### src/damc_pkg.sv
`default_nettype none
// ----------------------------------------------------------------------------
// damc_pkg: shared types and constants of the decimal accumulator machine
// Holds the status and opcode encodings, field widths and the command and
// status bundles that join the controller to the datapath.
// ----------------------------------------------------------------------------
package damc_pkg;

    // Field widths.
    localparam int WORD_W  = 15;
    localparam int PC_W    = 7;
    localparam int ST_W    = 4;
    localparam int TDATA_W = 40;

    // Result status codes.
    localparam logic [ST_W-1:0] ST_OK         = 4'd0;
    localparam logic [ST_W-1:0] ST_WROTE      = 4'd1;
    localparam logic [ST_W-1:0] ST_HALTED     = 4'd2;
    localparam logic [ST_W-1:0] ST_OVERFLOW   = 4'd3;
    localparam logic [ST_W-1:0] ST_DIVZERO    = 4'd4;
    localparam logic [ST_W-1:0] ST_BADOP      = 4'd5;
    localparam logic [ST_W-1:0] ST_READRETRY  = 4'd6;
    localparam logic [ST_W-1:0] ST_STOPPED    = 4'd7;
    localparam logic [ST_W-1:0] ST_LOADED     = 4'd8;
    localparam logic [ST_W-1:0] ST_LOADREJECT = 4'd9;
    localparam logic [ST_W-1:0] ST_PCRANGE    = 4'd10;

    // Instruction opcodes (upper two decimal digits of a word).
    localparam logic [PC_W-1:0] OPC_READ     = 7'd10;
    localparam logic [PC_W-1:0] OPC_WRITE    = 7'd11;
    localparam logic [PC_W-1:0] OPC_LOAD     = 7'd20;
    localparam logic [PC_W-1:0] OPC_STORE    = 7'd21;
    localparam logic [PC_W-1:0] OPC_ADD      = 7'd30;
    localparam logic [PC_W-1:0] OPC_SUB      = 7'd31;
    localparam logic [PC_W-1:0] OPC_DIV      = 7'd32;
    localparam logic [PC_W-1:0] OPC_MUL      = 7'd33;
    localparam logic [PC_W-1:0] OPC_BRANCH   = 7'd40;
    localparam logic [PC_W-1:0] OPC_BRANCHN  = 7'd41;
    localparam logic [PC_W-1:0] OPC_BRANCHZ  = 7'd42;
    localparam logic [PC_W-1:0] OPC_HALT     = 7'd43;

    // Item kind carried on the input tuser bit.
    localparam logic OP_LOAD_ITEM = 1'b0;
    localparam logic OP_STEP_ITEM = 1'b1;

    // Value limits.
    localparam logic signed [29:0] WORD_MAX = 30'sd9999;
    localparam logic signed [29:0] LOAD_MAX = 30'sd9998;

    // Division by 100 through a reciprocal: q = (w * 5243) >> 19, exact for w < 43000.
    localparam int           RECIP       = 5243;
    localparam int           RECIP_SHIFT = 19;
    localparam int           DEC_PROD_W  = 27;
    localparam int           DEC_BASE    = 100;

    // Iterative divider on magnitudes up to 9999.
    localparam int DIV_BITS  = 14;
    localparam int DIV_CNT_W = 4;

    // Commands from the controller to the datapath.
    typedef struct packed {
        logic take;
        logic fetch;
        logic decode;
        logic oper;
        logic exec;
        logic div_step;
        logic finish;
    } dp_cmd_t;

    // Status from the datapath to the controller.
    typedef struct packed {
        logic go_fetch;
        logic need_div;
        logic div_done;
        logic out_free;
    } dp_stat_t;

    // True when v lies within -lim..lim.
    function automatic logic in_range(input logic signed [29:0] v,
                                      input logic signed [29:0] lim);
        in_range = (v >= -lim) && (v <= lim);
    endfunction

endpackage
`default_nettype wire

### src/damc_ctrl.sv
`default_nettype none
// ----------------------------------------------------------------------------
// damc_ctrl: sequencing state machine
// Walks one item through fetch, decode and operand read (only for a step that runs),
// execute, the optional divide loop and the hand-off to the output register.
// ----------------------------------------------------------------------------
module damc_ctrl
    import damc_pkg::*;
(
    input  wire logic     clk,
    input  wire logic     rst_n,
    input  wire logic     in_valid,
    output logic          in_ready,
    input  wire dp_stat_t stat,
    output dp_cmd_t       cmd
);

    typedef enum logic [6:0] {
        S_IDLE   = 7'b0000001,
        S_FETCH  = 7'b0000010,
        S_DECODE = 7'b0000100,
        S_OPER   = 7'b0001000,
        S_EXEC   = 7'b0010000,
        S_DIV    = 7'b0100000,
        S_DONE   = 7'b1000000
    } state_t;

    state_t state_reg;
    state_t state_next;

    assign in_ready = (state_reg == S_IDLE);

    // Next-state logic.
    always_comb
    begin
        state_next = state_reg;
        unique case (state_reg)
            S_IDLE:
            begin
                if (in_valid)
                begin
                    state_next = stat.go_fetch ? S_FETCH : S_EXEC;
                end
            end
            S_FETCH:  state_next = S_DECODE;
            S_DECODE: state_next = S_OPER;
            S_OPER:   state_next = S_EXEC;
            S_EXEC:   state_next = stat.need_div ? S_DIV : S_DONE;
            S_DIV:
            begin
                if (stat.div_done)
                begin
                    state_next = S_DONE;
                end
            end
            S_DONE:
            begin
                if (stat.out_free)
                begin
                    state_next = S_IDLE;
                end
            end
            default:  state_next = S_IDLE;
        endcase
    end

    // State register.
    always_ff @(posedge clk or negedge rst_n)
    begin
        if (!rst_n)
        begin
            state_reg <= S_IDLE;
        end
        else
        begin
            state_reg <= state_next;
        end
    end

    // Commands to the datapath.
    always_comb
    begin
        cmd.take     = in_valid && (state_reg == S_IDLE);
        cmd.fetch    = (state_reg == S_FETCH);
        cmd.decode   = (state_reg == S_DECODE);
        cmd.oper     = (state_reg == S_OPER);
        cmd.exec     = (state_reg == S_EXEC);
        cmd.div_step = (state_reg == S_DIV);
        cmd.finish   = (state_reg == S_DONE) && stat.out_free;
    end

endmodule
`default_nettype wire

### src/damc_datapath.sv
`default_nettype none
// ----------------------------------------------------------------------------
// damc_datapath: word store, accumulator, counter and arithmetic
// Holds the word store with per-word valid bits, the machine registers, the
// decimal decoder, the iterative divider and the output register.
// ----------------------------------------------------------------------------
module damc_datapath
    import damc_pkg::*;
#(
    parameter int MEM_WORDS = 100
)
(
    input  wire logic                      clk,
    input  wire logic                      rst_n,
    input  wire dp_cmd_t                   cmd,
    output dp_stat_t                       stat,
    input  wire logic                      in_op,
    input  wire logic [PC_W-1:0]           in_load_address,
    input  wire logic signed [WORD_W-1:0]  in_load_word,
    input  wire logic signed [WORD_W-1:0]  in_read_value,
    input  wire logic                      out_ready,
    output logic                           out_valid,
    output logic [ST_W-1:0]                out_status,
    output logic signed [WORD_W-1:0]       out_value,
    output logic [PC_W-1:0]                out_counter,
    output logic signed [WORD_W-1:0]       out_acc
);

    localparam int AW = $clog2(MEM_WORDS);

    // Word store and its valid bits; a word never written reads as zero.
    logic signed [WORD_W-1:0] mem [MEM_WORDS];
    logic [MEM_WORDS-1:0]     mem_valid_reg;
    logic signed [WORD_W-1:0] mem_q_reg;
    logic                     vld_q_reg;
    logic signed [WORD_W-1:0] rdata;
    logic [AW-1:0]            rd_addr;
    logic                     wr_en;
    logic [AW-1:0]            wr_addr;
    logic signed [WORD_W-1:0] wr_data;

    // Captured input item.
    logic                     op_reg;
    logic [PC_W-1:0]          la_reg;
    logic signed [WORD_W-1:0] lw_reg;
    logic signed [WORD_W-1:0] rv_reg;

    // Decoded instruction.
    logic signed [WORD_W-1:0] word_reg;
    logic [PC_W-1:0]          quo_reg;
    logic [PC_W-1:0]          addr_reg;
    logic [DEC_PROD_W-1:0]    dec_prod;
    logic [13:0]              addr_full;

    // Machine state.
    logic signed [WORD_W-1:0] acc_reg, acc_next;
    logic [PC_W-1:0]          pc_reg, pc_next;
    logic                     stopped_reg, stopped_next;
    logic [ST_W-1:0]          res_status_reg, res_status_next;
    logic signed [WORD_W-1:0] res_out_reg, res_out_next;
    logic                     pc_ok;

    // Arithmetic.
    logic signed [15:0]       sum;
    logic signed [15:0]       diff;
    logic signed [29:0]       prod;
    logic signed [WORD_W-1:0] acc_mag;
    logic signed [WORD_W-1:0] mem_mag;
    logic                     need_div;

    // Divider.
    logic [DIV_BITS-1:0]      dvd_reg;
    logic [DIV_BITS-1:0]      dvs_reg;
    logic [DIV_BITS:0]        rem_reg;
    logic [DIV_CNT_W-1:0]     div_cnt_reg;
    logic                     qneg_reg;
    logic [DIV_BITS:0]        rem_shift;
    logic                     rem_ge;
    logic                     div_done;
    logic signed [WORD_W-1:0] quot_val;

    // Output register.
    logic                     m_valid_reg;
    logic [ST_W-1:0]          m_status_reg;
    logic signed [WORD_W-1:0] m_value_reg;
    logic [PC_W-1:0]          m_counter_reg;
    logic signed [WORD_W-1:0] m_acc_reg;

    assign pc_ok = (pc_reg < PC_W'(MEM_WORDS));

    // Capture the accepted item.
    always_ff @(posedge clk)
    begin
        if (cmd.take)
        begin
            op_reg <= in_op;
            la_reg <= in_load_address;
            lw_reg <= in_load_word;
            rv_reg <= in_read_value;
        end
    end

    // Store read port: the counter during fetch, the operand address otherwise.
    assign addr_full = word_reg[13:0] - 14'(14'(quo_reg) * 14'(DEC_BASE));
    assign rd_addr   = cmd.fetch ? pc_reg[AW-1:0] : addr_full[AW-1:0];

    always_ff @(posedge clk)
    begin
        if (cmd.fetch || cmd.oper)
        begin
            mem_q_reg <= mem[rd_addr];
        end
        if (wr_en)
        begin
            mem[wr_addr] <= wr_data;
        end
    end

    always_ff @(posedge clk or negedge rst_n)
    begin
        if (!rst_n)
        begin
            mem_valid_reg <= '0;
            vld_q_reg     <= 1'b0;
        end
        else
        begin
            if (cmd.fetch || cmd.oper)
            begin
                vld_q_reg <= mem_valid_reg[rd_addr];
            end
            if (wr_en)
            begin
                mem_valid_reg[wr_addr] <= 1'b1;
            end
        end
    end

    assign rdata = vld_q_reg ? mem_q_reg : '0;

    // Decimal split: opcode is word/100 by reciprocal, address follows in the next cycle.
    assign dec_prod = DEC_PROD_W'(rdata[13:0]) * DEC_PROD_W'(RECIP);

    always_ff @(posedge clk)
    begin
        if (cmd.decode)
        begin
            word_reg <= rdata;
            quo_reg  <= dec_prod[RECIP_SHIFT +: PC_W];
        end
        if (cmd.oper)
        begin
            addr_reg <= addr_full[PC_W-1:0];
        end
    end

    // Arithmetic on the accumulator and the operand word.
    assign sum     = 16'(acc_reg) + 16'(rdata);
    assign diff    = 16'(acc_reg) - 16'(rdata);
    assign prod    = 30'(acc_reg) * 30'(rdata);
    assign acc_mag = acc_reg[WORD_W-1] ? -acc_reg : acc_reg;
    assign mem_mag = rdata[WORD_W-1] ? -rdata : rdata;

    // Divider step: restoring, one quotient bit per cycle.
    assign rem_shift = {rem_reg[DIV_BITS-1:0], dvd_reg[DIV_BITS-1]};
    assign rem_ge    = (rem_shift >= {1'b0, dvs_reg});
    assign div_done  = (div_cnt_reg == DIV_CNT_W'(DIV_BITS));
    assign quot_val  = qneg_reg ? -WORD_W'({1'b0, dvd_reg}) : WORD_W'({1'b0, dvd_reg});

    always_ff @(posedge clk)
    begin
        if (cmd.exec && need_div)
        begin
            dvd_reg     <= acc_mag[DIV_BITS-1:0];
            dvs_reg     <= mem_mag[DIV_BITS-1:0];
            rem_reg     <= '0;
            div_cnt_reg <= '0;
            qneg_reg    <= acc_reg[WORD_W-1] ^ rdata[WORD_W-1];
        end
        else if (cmd.div_step && !div_done)
        begin
            rem_reg     <= rem_ge ? (rem_shift - {1'b0, dvs_reg}) : rem_shift;
            dvd_reg     <= {dvd_reg[DIV_BITS-2:0], rem_ge};
            div_cnt_reg <= div_cnt_reg + 1'b1;
        end
    end

    // Execute: machine state update for one item.
    always_comb
    begin
        acc_next        = acc_reg;
        pc_next         = pc_reg;
        stopped_next    = stopped_reg;
        res_status_next = res_status_reg;
        res_out_next    = res_out_reg;
        wr_en           = 1'b0;
        wr_addr         = addr_reg[AW-1:0];
        wr_data         = acc_reg;
        need_div        = 1'b0;
        if (cmd.exec)
        begin
            res_out_next = '0;
            priority if (op_reg == OP_LOAD_ITEM)
            begin
                if ((la_reg < PC_W'(MEM_WORDS)) && in_range(30'(lw_reg), LOAD_MAX))
                begin
                    wr_en           = 1'b1;
                    wr_addr         = la_reg[AW-1:0];
                    wr_data         = lw_reg;
                    res_status_next = ST_LOADED;
                end
                else
                begin
                    res_status_next = ST_LOADREJECT;
                end
            end
            else if (stopped_reg)
            begin
                res_status_next = ST_STOPPED;
            end
            else if (!pc_ok)
            begin
                stopped_next    = 1'b1;
                res_status_next = ST_PCRANGE;
            end
            else if (word_reg[WORD_W-1])
            begin
                // A negative word never decodes to a defined instruction.
                stopped_next    = 1'b1;
                res_status_next = ST_BADOP;
            end
            else
            begin
                res_status_next = ST_OK;
                unique case (quo_reg)
                    OPC_READ:
                    begin
                        if (in_range(30'(rv_reg), WORD_MAX))
                        begin
                            wr_en   = 1'b1;
                            wr_data = rv_reg;
                            pc_next = pc_reg + 1'b1;
                        end
                        else
                        begin
                            res_status_next = ST_READRETRY;
                        end
                    end
                    OPC_WRITE:
                    begin
                        res_out_next    = rdata;
                        res_status_next = ST_WROTE;
                        pc_next         = pc_reg + 1'b1;
                    end
                    OPC_LOAD:
                    begin
                        acc_next = rdata;
                        pc_next  = pc_reg + 1'b1;
                    end
                    OPC_STORE:
                    begin
                        wr_en   = 1'b1;
                        pc_next = pc_reg + 1'b1;
                    end
                    OPC_ADD:
                    begin
                        if (in_range(30'(sum), WORD_MAX))
                        begin
                            acc_next = sum[WORD_W-1:0];
                            pc_next  = pc_reg + 1'b1;
                        end
                        else
                        begin
                            stopped_next    = 1'b1;
                            res_status_next = ST_OVERFLOW;
                        end
                    end
                    OPC_SUB:
                    begin
                        if (in_range(30'(diff), WORD_MAX))
                        begin
                            acc_next = diff[WORD_W-1:0];
                            pc_next  = pc_reg + 1'b1;
                        end
                        else
                        begin
                            stopped_next    = 1'b1;
                            res_status_next = ST_OVERFLOW;
                        end
                    end
                    OPC_MUL:
                    begin
                        if (in_range(prod, WORD_MAX))
                        begin
                            acc_next = prod[WORD_W-1:0];
                            pc_next  = pc_reg + 1'b1;
                        end
                        else
                        begin
                            stopped_next    = 1'b1;
                            res_status_next = ST_OVERFLOW;
                        end
                    end
                    OPC_DIV:
                    begin
                        if (rdata == '0)
                        begin
                            stopped_next    = 1'b1;
                            res_status_next = ST_DIVZERO;
                        end
                        else
                        begin
                            need_div = 1'b1;
                        end
                    end
                    OPC_BRANCH:
                    begin
                        pc_next = addr_reg;
                    end
                    OPC_BRANCHN:
                    begin
                        pc_next = acc_reg[WORD_W-1] ? addr_reg : pc_reg + 1'b1;
                    end
                    OPC_BRANCHZ:
                    begin
                        pc_next = (acc_reg == '0) ? addr_reg : pc_reg + 1'b1;
                    end
                    OPC_HALT:
                    begin
                        stopped_next    = 1'b1;
                        res_status_next = ST_HALTED;
                    end
                    default:
                    begin
                        stopped_next    = 1'b1;
                        res_status_next = ST_BADOP;
                    end
                endcase
            end
        end
        else if (cmd.div_step && div_done)
        begin
            acc_next        = quot_val;
            pc_next         = pc_reg + 1'b1;
            res_status_next = ST_OK;
        end
    end

    always_ff @(posedge clk or negedge rst_n)
    begin
        if (!rst_n)
        begin
            acc_reg     <= '0;
            pc_reg      <= '0;
            stopped_reg <= 1'b0;
        end
        else
        begin
            acc_reg     <= acc_next;
            pc_reg      <= pc_next;
            stopped_reg <= stopped_next;
        end
    end

    always_ff @(posedge clk)
    begin
        res_status_reg <= res_status_next;
        res_out_reg    <= res_out_next;
    end

    // Output register: loaded when the result is final, cleared on transfer.
    always_ff @(posedge clk or negedge rst_n)
    begin
        if (!rst_n)
        begin
            m_valid_reg <= 1'b0;
        end
        else if (cmd.finish)
        begin
            m_valid_reg <= 1'b1;
        end
        else if (out_ready)
        begin
            m_valid_reg <= 1'b0;
        end
    end

    always_ff @(posedge clk)
    begin
        if (cmd.finish)
        begin
            m_status_reg  <= res_status_reg;
            m_value_reg   <= res_out_reg;
            m_counter_reg <= pc_reg;
            m_acc_reg     <= acc_reg;
        end
    end

    assign out_valid   = m_valid_reg;
    assign out_status  = m_status_reg;
    assign out_value   = m_value_reg;
    assign out_counter = m_counter_reg;
    assign out_acc     = m_acc_reg;

    // Status to the controller.
    always_comb
    begin
        stat.go_fetch = (in_op == OP_STEP_ITEM) && !stopped_reg && pc_ok;
        stat.need_div = need_div;
        stat.div_done = div_done;
        stat.out_free = !m_valid_reg || out_ready;
    end

endmodule
`default_nettype wire

### src/decimal_accumulator_machine_core.sv
`default_nettype none
// ----------------------------------------------------------------------------
// decimal_accumulator_machine_core: accumulator machine on decimal words
// Input items either load one word of the 100-word store or execute one
// instruction; each item returns exactly one result item.
//
// Input channel s_axis: tuser is the item kind (0 load a word, 1 step).
// tdata carries the load address, the load word and the value for a read
// instruction. Output channel m_axis: tuser is the status code, tdata the
// written word, the counter and the accumulator after the item.
// One item is in work at a time. A load, or a step on a stopped machine or a
// counter past the store, goes straight from transfer in to execute and the
// output hand-off. A regular instruction takes one store read for the
// instruction word, a decode step, a second store read for the operand,
// execute and the output hand-off. A divide adds the one-bit-per-cycle
// divider loop before the hand-off. s_axis_tready rises in the same cycle the
// result turns valid, so the next item is taken while a result waits.
// Reset clears the store (per-word valid bits), accumulator, counter and the
// stopped flag at once; no clearing pass is needed. While the receiver
// stalls, the result is held and the next item stops before its output.
// ----------------------------------------------------------------------------
module decimal_accumulator_machine_core
    import damc_pkg::*;
#(
    parameter int MEM_WORDS = 100
)
(
    input  wire logic               clk,
    input  wire logic               rst_n,
    input  wire logic               s_axis_tvalid,
    output logic                    s_axis_tready,
    // [6:0] load_address, [21:7] load_word, [36:22] read_value, [39:37] zero
    input  wire logic [TDATA_W-1:0] s_axis_tdata,
    // [0] op
    input  wire logic               s_axis_tuser,
    output logic                    m_axis_tvalid,
    input  wire logic               m_axis_tready,
    // [14:0] out_value, [21:15] next_counter, [36:22] acc_value, [39:37] zero
    output logic [TDATA_W-1:0]      m_axis_tdata,
    // [3:0] status
    output logic [ST_W-1:0]         m_axis_tuser
);

    dp_cmd_t                  cmd;
    dp_stat_t                 stat;
    logic signed [WORD_W-1:0] out_value;
    logic [PC_W-1:0]          out_counter;
    logic signed [WORD_W-1:0] out_acc;

    // Sequencer.
    damc_ctrl u_ctrl (
        .clk      (clk),
        .rst_n    (rst_n),
        .in_valid (s_axis_tvalid),
        .in_ready (s_axis_tready),
        .stat     (stat),
        .cmd      (cmd)
    );

    // Store, registers and arithmetic.
    damc_datapath #(
        .MEM_WORDS (MEM_WORDS)
    ) u_datapath (
        .clk             (clk),
        .rst_n           (rst_n),
        .cmd             (cmd),
        .stat            (stat),
        .in_op           (s_axis_tuser),
        .in_load_address (s_axis_tdata[6:0]),
        .in_load_word    (s_axis_tdata[21:7]),
        .in_read_value   (s_axis_tdata[36:22]),
        .out_ready       (m_axis_tready),
        .out_valid       (m_axis_tvalid),
        .out_status      (m_axis_tuser),
        .out_value       (out_value),
        .out_counter     (out_counter),
        .out_acc         (out_acc)
    );

    // Pack the result fields.
    assign m_axis_tdata = {3'b000, out_acc, out_counter, out_value};

endmodule
`default_nettype wire

### config.mk
export PLATFORM = sky130hd
export DESIGN_NAME = decimal_accumulator_machine_core
export DESIGN_NICKNAME = d
export VERILOG_FILES = /design/src/damc_pkg.sv /design/src/damc_ctrl.sv /design/src/damc_datapath.sv /design/src/decimal_accumulator_machine_core.sv
export SDC_FILE = /design/constraint.sdc
export NUM_CORES = 2
export LEC_CHECK = 0
export BUFFER_PORTS_ARGS = -buffer_cell sky130_fd_sc_hd__clkbuf_2
export CAP_MARGIN = 10
export CELL_PAD_IN_SITES_DETAIL_PLACEMENT = 1
export CELL_PAD_IN_SITES_GLOBAL_PLACEMENT = 1
export CORE_MARGIN = 1.5
export CORE_UTILIZATION = 30
export CTS_BUF_LIST = sky130_fd_sc_hd__clkbuf_8
export DETAILED_ROUTE_END_ITERATION = 6
export GPL_ROUTABILITY_DRIVEN = 1
export PLACE_DENSITY = 0.48
export RECOVER_POWER = 50
export SLEW_MARGIN = 20
export SYNTH_ARGS = -nofsm -noshare
export SYNTH_HDL_FRONTEND = slang
export SYNTH_HIERARCHICAL = 1
export SYNTH_SLANG_ARGS = --single-unit
### constraint.sdc
create_clock -name clk -period 8.6 [get_ports clk]
set_input_delay 0.43 -clock clk [delete_from_list [all_inputs] [get_ports clk]]
set_output_delay 0.43 -clock clk [all_outputs]
set_load 0.01 [all_outputs]
# == After elaboration in Yosys (flattened, before gate mapping) ==
# Memories as Yosys holds them, arrays and structs flattened. A register that Yosys moved wholly into a read port is not among the register bits.
# Index checks and enable logic that the tools add are counted.
# classes
addsub,9
n_mul,3
n_lt_le_gt_ge,16
eq_ne,33
mux,92
bitwise,5
n_reduce_logical,32
# op_table
cell,count
$mux 15,19
$mux 7,20
$or 100x100->100,1
$mux 14,5
$pmux 15 s4,1
$pmux 7 s8,1
$eq 7x6->1 const B,7
$pmux 7 s7,1
$eq 7x5->1 const B,5
$ge 16x15->1 const B,2
$le 16x15->1 const B,2
$pmux 4 s8,1
$ge 15x15->1 const B,2
$ge 30x15->1 const B,1
$le 15x15->1 const B,2
$le 30x15->1 const B,1
$logic_not 15->1,2
$mul 15x15->30,1
$mux 1,28
$neg 14->14,2
$mul 14x13->26 const B,1
$mux 4,6
$eq 7x4->1 const B,3
$add 15x15->16,1
41 further kinds,75
# word_totals
register_bits,306
mem_bits_rw,1500
inputBits,45
output_inout_bits,46
elab_cells,216
memories,1
# mem_list
memory,depth,word_bits,rd,rd_ports_with_merged_regs,wr,line,source
u_datapath.mem,100,15,1,1,1,damc_datapath.sv:32,logic signed [WORD_W-1:0] mem [MEM_WORDS];

# == Longest topological paths before layout ==
# depth
word_depth,11
mapped_depth,30
depth_no_buf,27

# == By module ==
# The synthesis kept the hierarchy.
# modules_own_cells
module,instances,cells_per_inst,area_each_um2,seq_area_each_um2
damc_datapath,1,5584,85947.4,53456.3
damc_ctrl,1,56,508.0,176.4
decimal_accumulator_machine_core,1,4,26.3,0.0

# == Worst setup path after synthesis ==
# OpenSTA, ideal clock, no wires.
# synth_path
kind,register -> register
start,register u_datapath.vld_q_reg
end,register u_datapath.acc_reg[12]
setup_ns,0.128
arrival_time_ns,8.389
required_ns,8.472
slack_ns,0.083
stages_incl_launch_ff,29
n_path_buf,4
synth_period_minus_slack_ns,8.517
path_cell_list,dfrtp_1 -> clkbuf_1 -> and2_1 -> clkbuf_1 -> inv_1 -> nor2_1 -> inv_1 -> fa_1 -> inv_1 -> fa_1 -> fa_1 -> fa_1 -> fa_1 -> inv_1 -> fa_1 -> inv_1 -> ha_1 -> buf_2 -> a21oi_1 -> o21bai_1 -> a221oi_2 -> a21boi_1 -> xnor2_1 -> and4bb_1 -> and4_1 -> or3_4 -> a31oi_4 -> buf_6 -> mux2_1
# synth_via
elab_chain_len,9
word_cells_on_any_way,26
cone_classes,add/sub: 2; mul: 1; order compare: 6; eq/ne: 3; mux: 10; reduce/logical: 4
# synth_rtl
element,line,source
start: declaration,damc_datapath.sv:35,logic vld_q_reg;
start signal: assignment,damc_datapath.sv:130,vld_q_reg <= mem_valid_reg[rd_addr];
$mux 15 *,damc_datapath.sv:139,assign rdata = vld_q_reg ? mem_q_reg : '0;
net u_datapath.rdata[1],damc_datapath.sv:36,logic signed [WORD_W-1:0] rdata;
"parallel branches: the longest is 8 deep, another holds $mul 15x15->30",-,
end signal: assignment,damc_datapath.sv:359,acc_reg <= acc_next;
end: declaration,damc_datapath.sv:56,"logic signed [WORD_W-1:0] acc_reg, acc_next;"
# Mark *: on every way through the listed nets, which the timed path passes. The select of a mux whose other input is x is not followed.
# A chain may end at the register's enable or synchronous reset.

# == Worst setup path in the final report ==
# layout_path
start,register u_datapath.vld_q_reg
end,register u_datapath.pc_reg[4]
# layout_via
elab_chain_len,6
word_cells_on_any_way,17
cone_classes,add/sub: 2; mul: 1; order compare: 6; eq/ne: 3; mux: 1; reduce/logical: 4
# layout_rtl
element,line,source
$mux 15 *,damc_datapath.sv:139,
$mul 15x15->30 (tied with other cells),damc_datapath.sv:160,assign prod = 30'(acc_reg) * 30'(rdata);
$ge 30x15->1 (tied with other cells),damc_pkg.sv:82,in_range = (v >= -lim) && (v <= lim);
$logic_and 1x1->1,damc_pkg.sv:82,
$ne 3x3->1 (no source line),-,
$reduce_and 10->1 (no source line) *,-,
end signal: assignment,damc_datapath.sv:360,pc_reg <= pc_next;
end: declaration,damc_datapath.sv:57,"logic [PC_W-1:0] pc_reg, pc_next;"
# Mark *: on every way between the ends. The rest lies on a longest branch, timed or not.

==> impl_metrics.ini <==
[floorplan]
start_util = 0.3024
core_mm2 = 0.2859
rows = 196
die_w_um = 539.9
die_y_um = 539.9
io_pins = 91
dieArea_mm2 = 0.2915

[logic_synthesis]
yosysTopAreaCellShare = 0.5778
ys_seq_area_frac = 0.6202
yosysUniqueCellTypes = 105
ys_warn_count = 6
synthCells = 5644
synthFlopType = edfxtp_1
yosysTopAreaCell = edfxtp_1
syn_area_mm2 = 0.08648
synth.top_cells.by_area = edfxtp_1, mux4_2, fa_1
ys_seq_elements = 1814
ys_async_sr_fraction = 0.07277
synth_edf_count = 1664
synth.avg_cell_area_um2 = 15.32

[sta]
fin_ws_ns = 0.4049
fin_worst_skew_ns = 0.07472
fin_crit_sh = 0.9529
hold_viol = 0
tightestPinTransition_ns = 4.952
maxSlewViolCount = 842
tns_ns = 0
max_slew_margin = -2.301
finalSetupViolCount = 0
rsz0062_at_grt = no
fmax_mhz = 122.0
period_minus_slack_ns = 8.195
hold_ws_ns = 0.1423

[worst_setup_path]
crit_family = adder cells
critPathKind = reg -> reg
worst_path_most_repeated_cell = fa_1
worstPathArrival_ns = 9.09
end_kind = register
cpMaxStageDelayCell = fa_1
r2r_slack_ns = 0.40
cp_max_fo = 62
critPathMaxStageDelay_ns = 0.53
cp_num_buf_inv = 3
cp.required_ns = 9.49
worstPathCellList = buf_12, and2_1, clkinv_1, nor2_1, fa_1, fa_1, fa_1, fa_1, fa_1, fa_1, ha_1, a21oi_1, nor2_1, a21oi_1, o31ai_1, or3b_1, a2111oi_1, and4bb_1, and4_2, buf_4, nor3_2, o31ai_4, mux2_1
critPathLaunchType = register

[routing]
first_pass_iters = 5
wl_per_cell_um = 27.79
via_per_inst = 5.052
dr_wl_met2_um = 133400
antenna_left = 0
via_count = 51570
route.detailed.drc = 0
routed_wl_um = 283700
wl_met3_um = 11420
highest_layer = met5
drt_iter0_drc = 3835
drt-met1-wl_um = 131300

[global_routing]
track_usage = 0.1933
antenna_found_initial = 11
grt_max_degree = 98
grt_pass1_vias = 55120
overflow = 0
grt_pass1_wl_um = 407800

[placement]
preCtsSetupSlack_ns = 0.07411
port_buffers = 84
place.gp.congestion = 0.8755
hpwlAfterDp_um = 185300

[final_layout]
layout-drive-gt1-share = 0.2010
nNetsFinal = 6765
largest_register_ffs = 1500
syn2layout_area_growth_pct = 15.67
post-route-util = 0.3498

[clock_network]
cts_tree = built
clock_sinks = 1814
cts-root-buf = clkbuf_8
clk_pin_slew_ns = 0.06
numCtsBuffers = 324
clkLatencyLatePin_ns = 1.01
htreeDepth = 5
cts_buffer_depth = 4

[run]
max-cap-violations = 21

[status]
outcome = finished, violations left
violations = max-capacitance violations, max-slew violations

[hold_path]
holdCritPathClass = in -> reg
Yosys cell counts (31+ instances only):
| cell type | instances |
|---|---|
| a21oi_1 | 109 |
| a311oi_1 | 68 |
| a31oi_1 | 47 |
| and3_1 | 115 |
| buf_1 | 49 |
| clkbuf_1 | 201 |
| dfrtp_1 | 131 |
| edfxtp_1 | 1664 |
| fa_1 | 288 |
| ha_1 | 250 |
| inv_1 | 366 |
| mux2i_1 | 31 |
| mux4_2 | 400 |
| nand2_1 | 666 |
| nand2b_1 | 31 |
| nand3_1 | 129 |
| nor2_1 | 275 |
| nor3_1 | 38 |
| o21ai_0 | 107 |
| or2_2 | 98 |
| xnor2_1 | 80 |
| xor2_1 | 31 |
routing by layer:
layer  track usage  up-vias
met5             0        -
met4       0.05213        4
met3       0.02380      365
met2        0.3119     1208
met1        0.2744    27740
li1              -    22260
layout make-up:
cell class / count / area (um^2)
inverters: 373 / 1404
flip-flops and latches: 1814 / 53630
fillers: 29560 / 185900
well taps: 3762 / 4707
diodes: 7 / 17.52
clock buffers: 357 / 4913
repair buffers: 490 / 3541
multi-input cells: 3179 / 30590
clock inverters: 226 / 1229
worst paths after layout:
path,start,to,cells past startpoint
max in group asynchronous,rst_n,u_datapath/mem_valid_reg[39],5
worst max-delay path,u_datapath/vld_q_reg,u_datapath/pc_reg[4],23
worst min-delay path,s_axis_tdata[32],u_datapath/rv_reg[10],2
worst min register to register,u_datapath/res_out_reg[3],u_datapath/out_value[3],0
min in group asynchronous,rst_n,u_datapath/mem_valid_reg[17],3
worst max register to register,u_datapath/vld_q_reg,u_datapath/pc_reg[4],23
timing repair:
item,in CTS,in global routing
resized for setup,0,4
buffers inserted,0,2
hold buffers,43,0
endpoints found under the setup margin,0,24
endpoints found under the hold margin,110,0
stage by stage:
stage          cell area (um^2)  std cells
3_5_place_dp              93870       9573
5_1_grt                  100000      10200
4_1_cts                  100400      10200
3_3_place_gp              93810       9573
2_1_floorplan             86490       5646
6_report                 100000      10210
worst register-to-register path, delay by kind of cell, from the launching register on:
family | cells | cell delay, ns
AO/OA/AOI/OAI | 5 | 1.37
adder cells (fa/ha/maj) | 7 | 3.40
buffers and inverters | 3 | 0.80
flip-flops | 1 | 0.40
multiplexers | 1 | 0.37
AND/OR/NAND/NOR | 7 | 1.72
logic make-up (layout without fill, tap and decap cells):
kind of cell | Yosys count | after routing | synth area share
buf+inv | 653 | 1446 | 0.02902
compound gates | 560 | 560 | 0.04481
other cells | 1 | 10 | 0.00004336
xor+xnor | 111 | 111 | 0.01124
mux | 445 | 445 | 0.1096
simple gates | 1522 | 1522 | 0.08231
flops | 1814 | 1814 | 0.6202
fa+ha+maj | 538 | 538 | 0.1028
cells in the final DEF, fill, tap and decap left out, types with 20 or more instances in the layout:
cell,instances
mux2i_1,24
nand3_1,129
xnor2_1,80
buf_4,263
edfxtp_1,1664
clkbuf_8,357
a211oi_1,25
dlygate4sd3_1,43
a22oi_1,22
mux4_2,400
ha_1,250
a21o_1,23
a31oi_1,47
inv_1,465
or2_2,97
nor2_1,263
dfrtp_1,130
xor2_1,31
fa_1,288
buf_12,25
o21ai_0,106
clkinv_1,74
nand4_1,21
a311oi_1,68
clkbuf_1,128
nand2_1,658
and3_1,115
nor3_1,39
clkbuf_2,31
and2_1,20
nor2b_1,28
clkinv_2,28
a21oi_1,106
nand2b_1,31
Power is not shown: default switching activity piles up to over one toggle a cycle in this logic, so the estimate is an artifact.
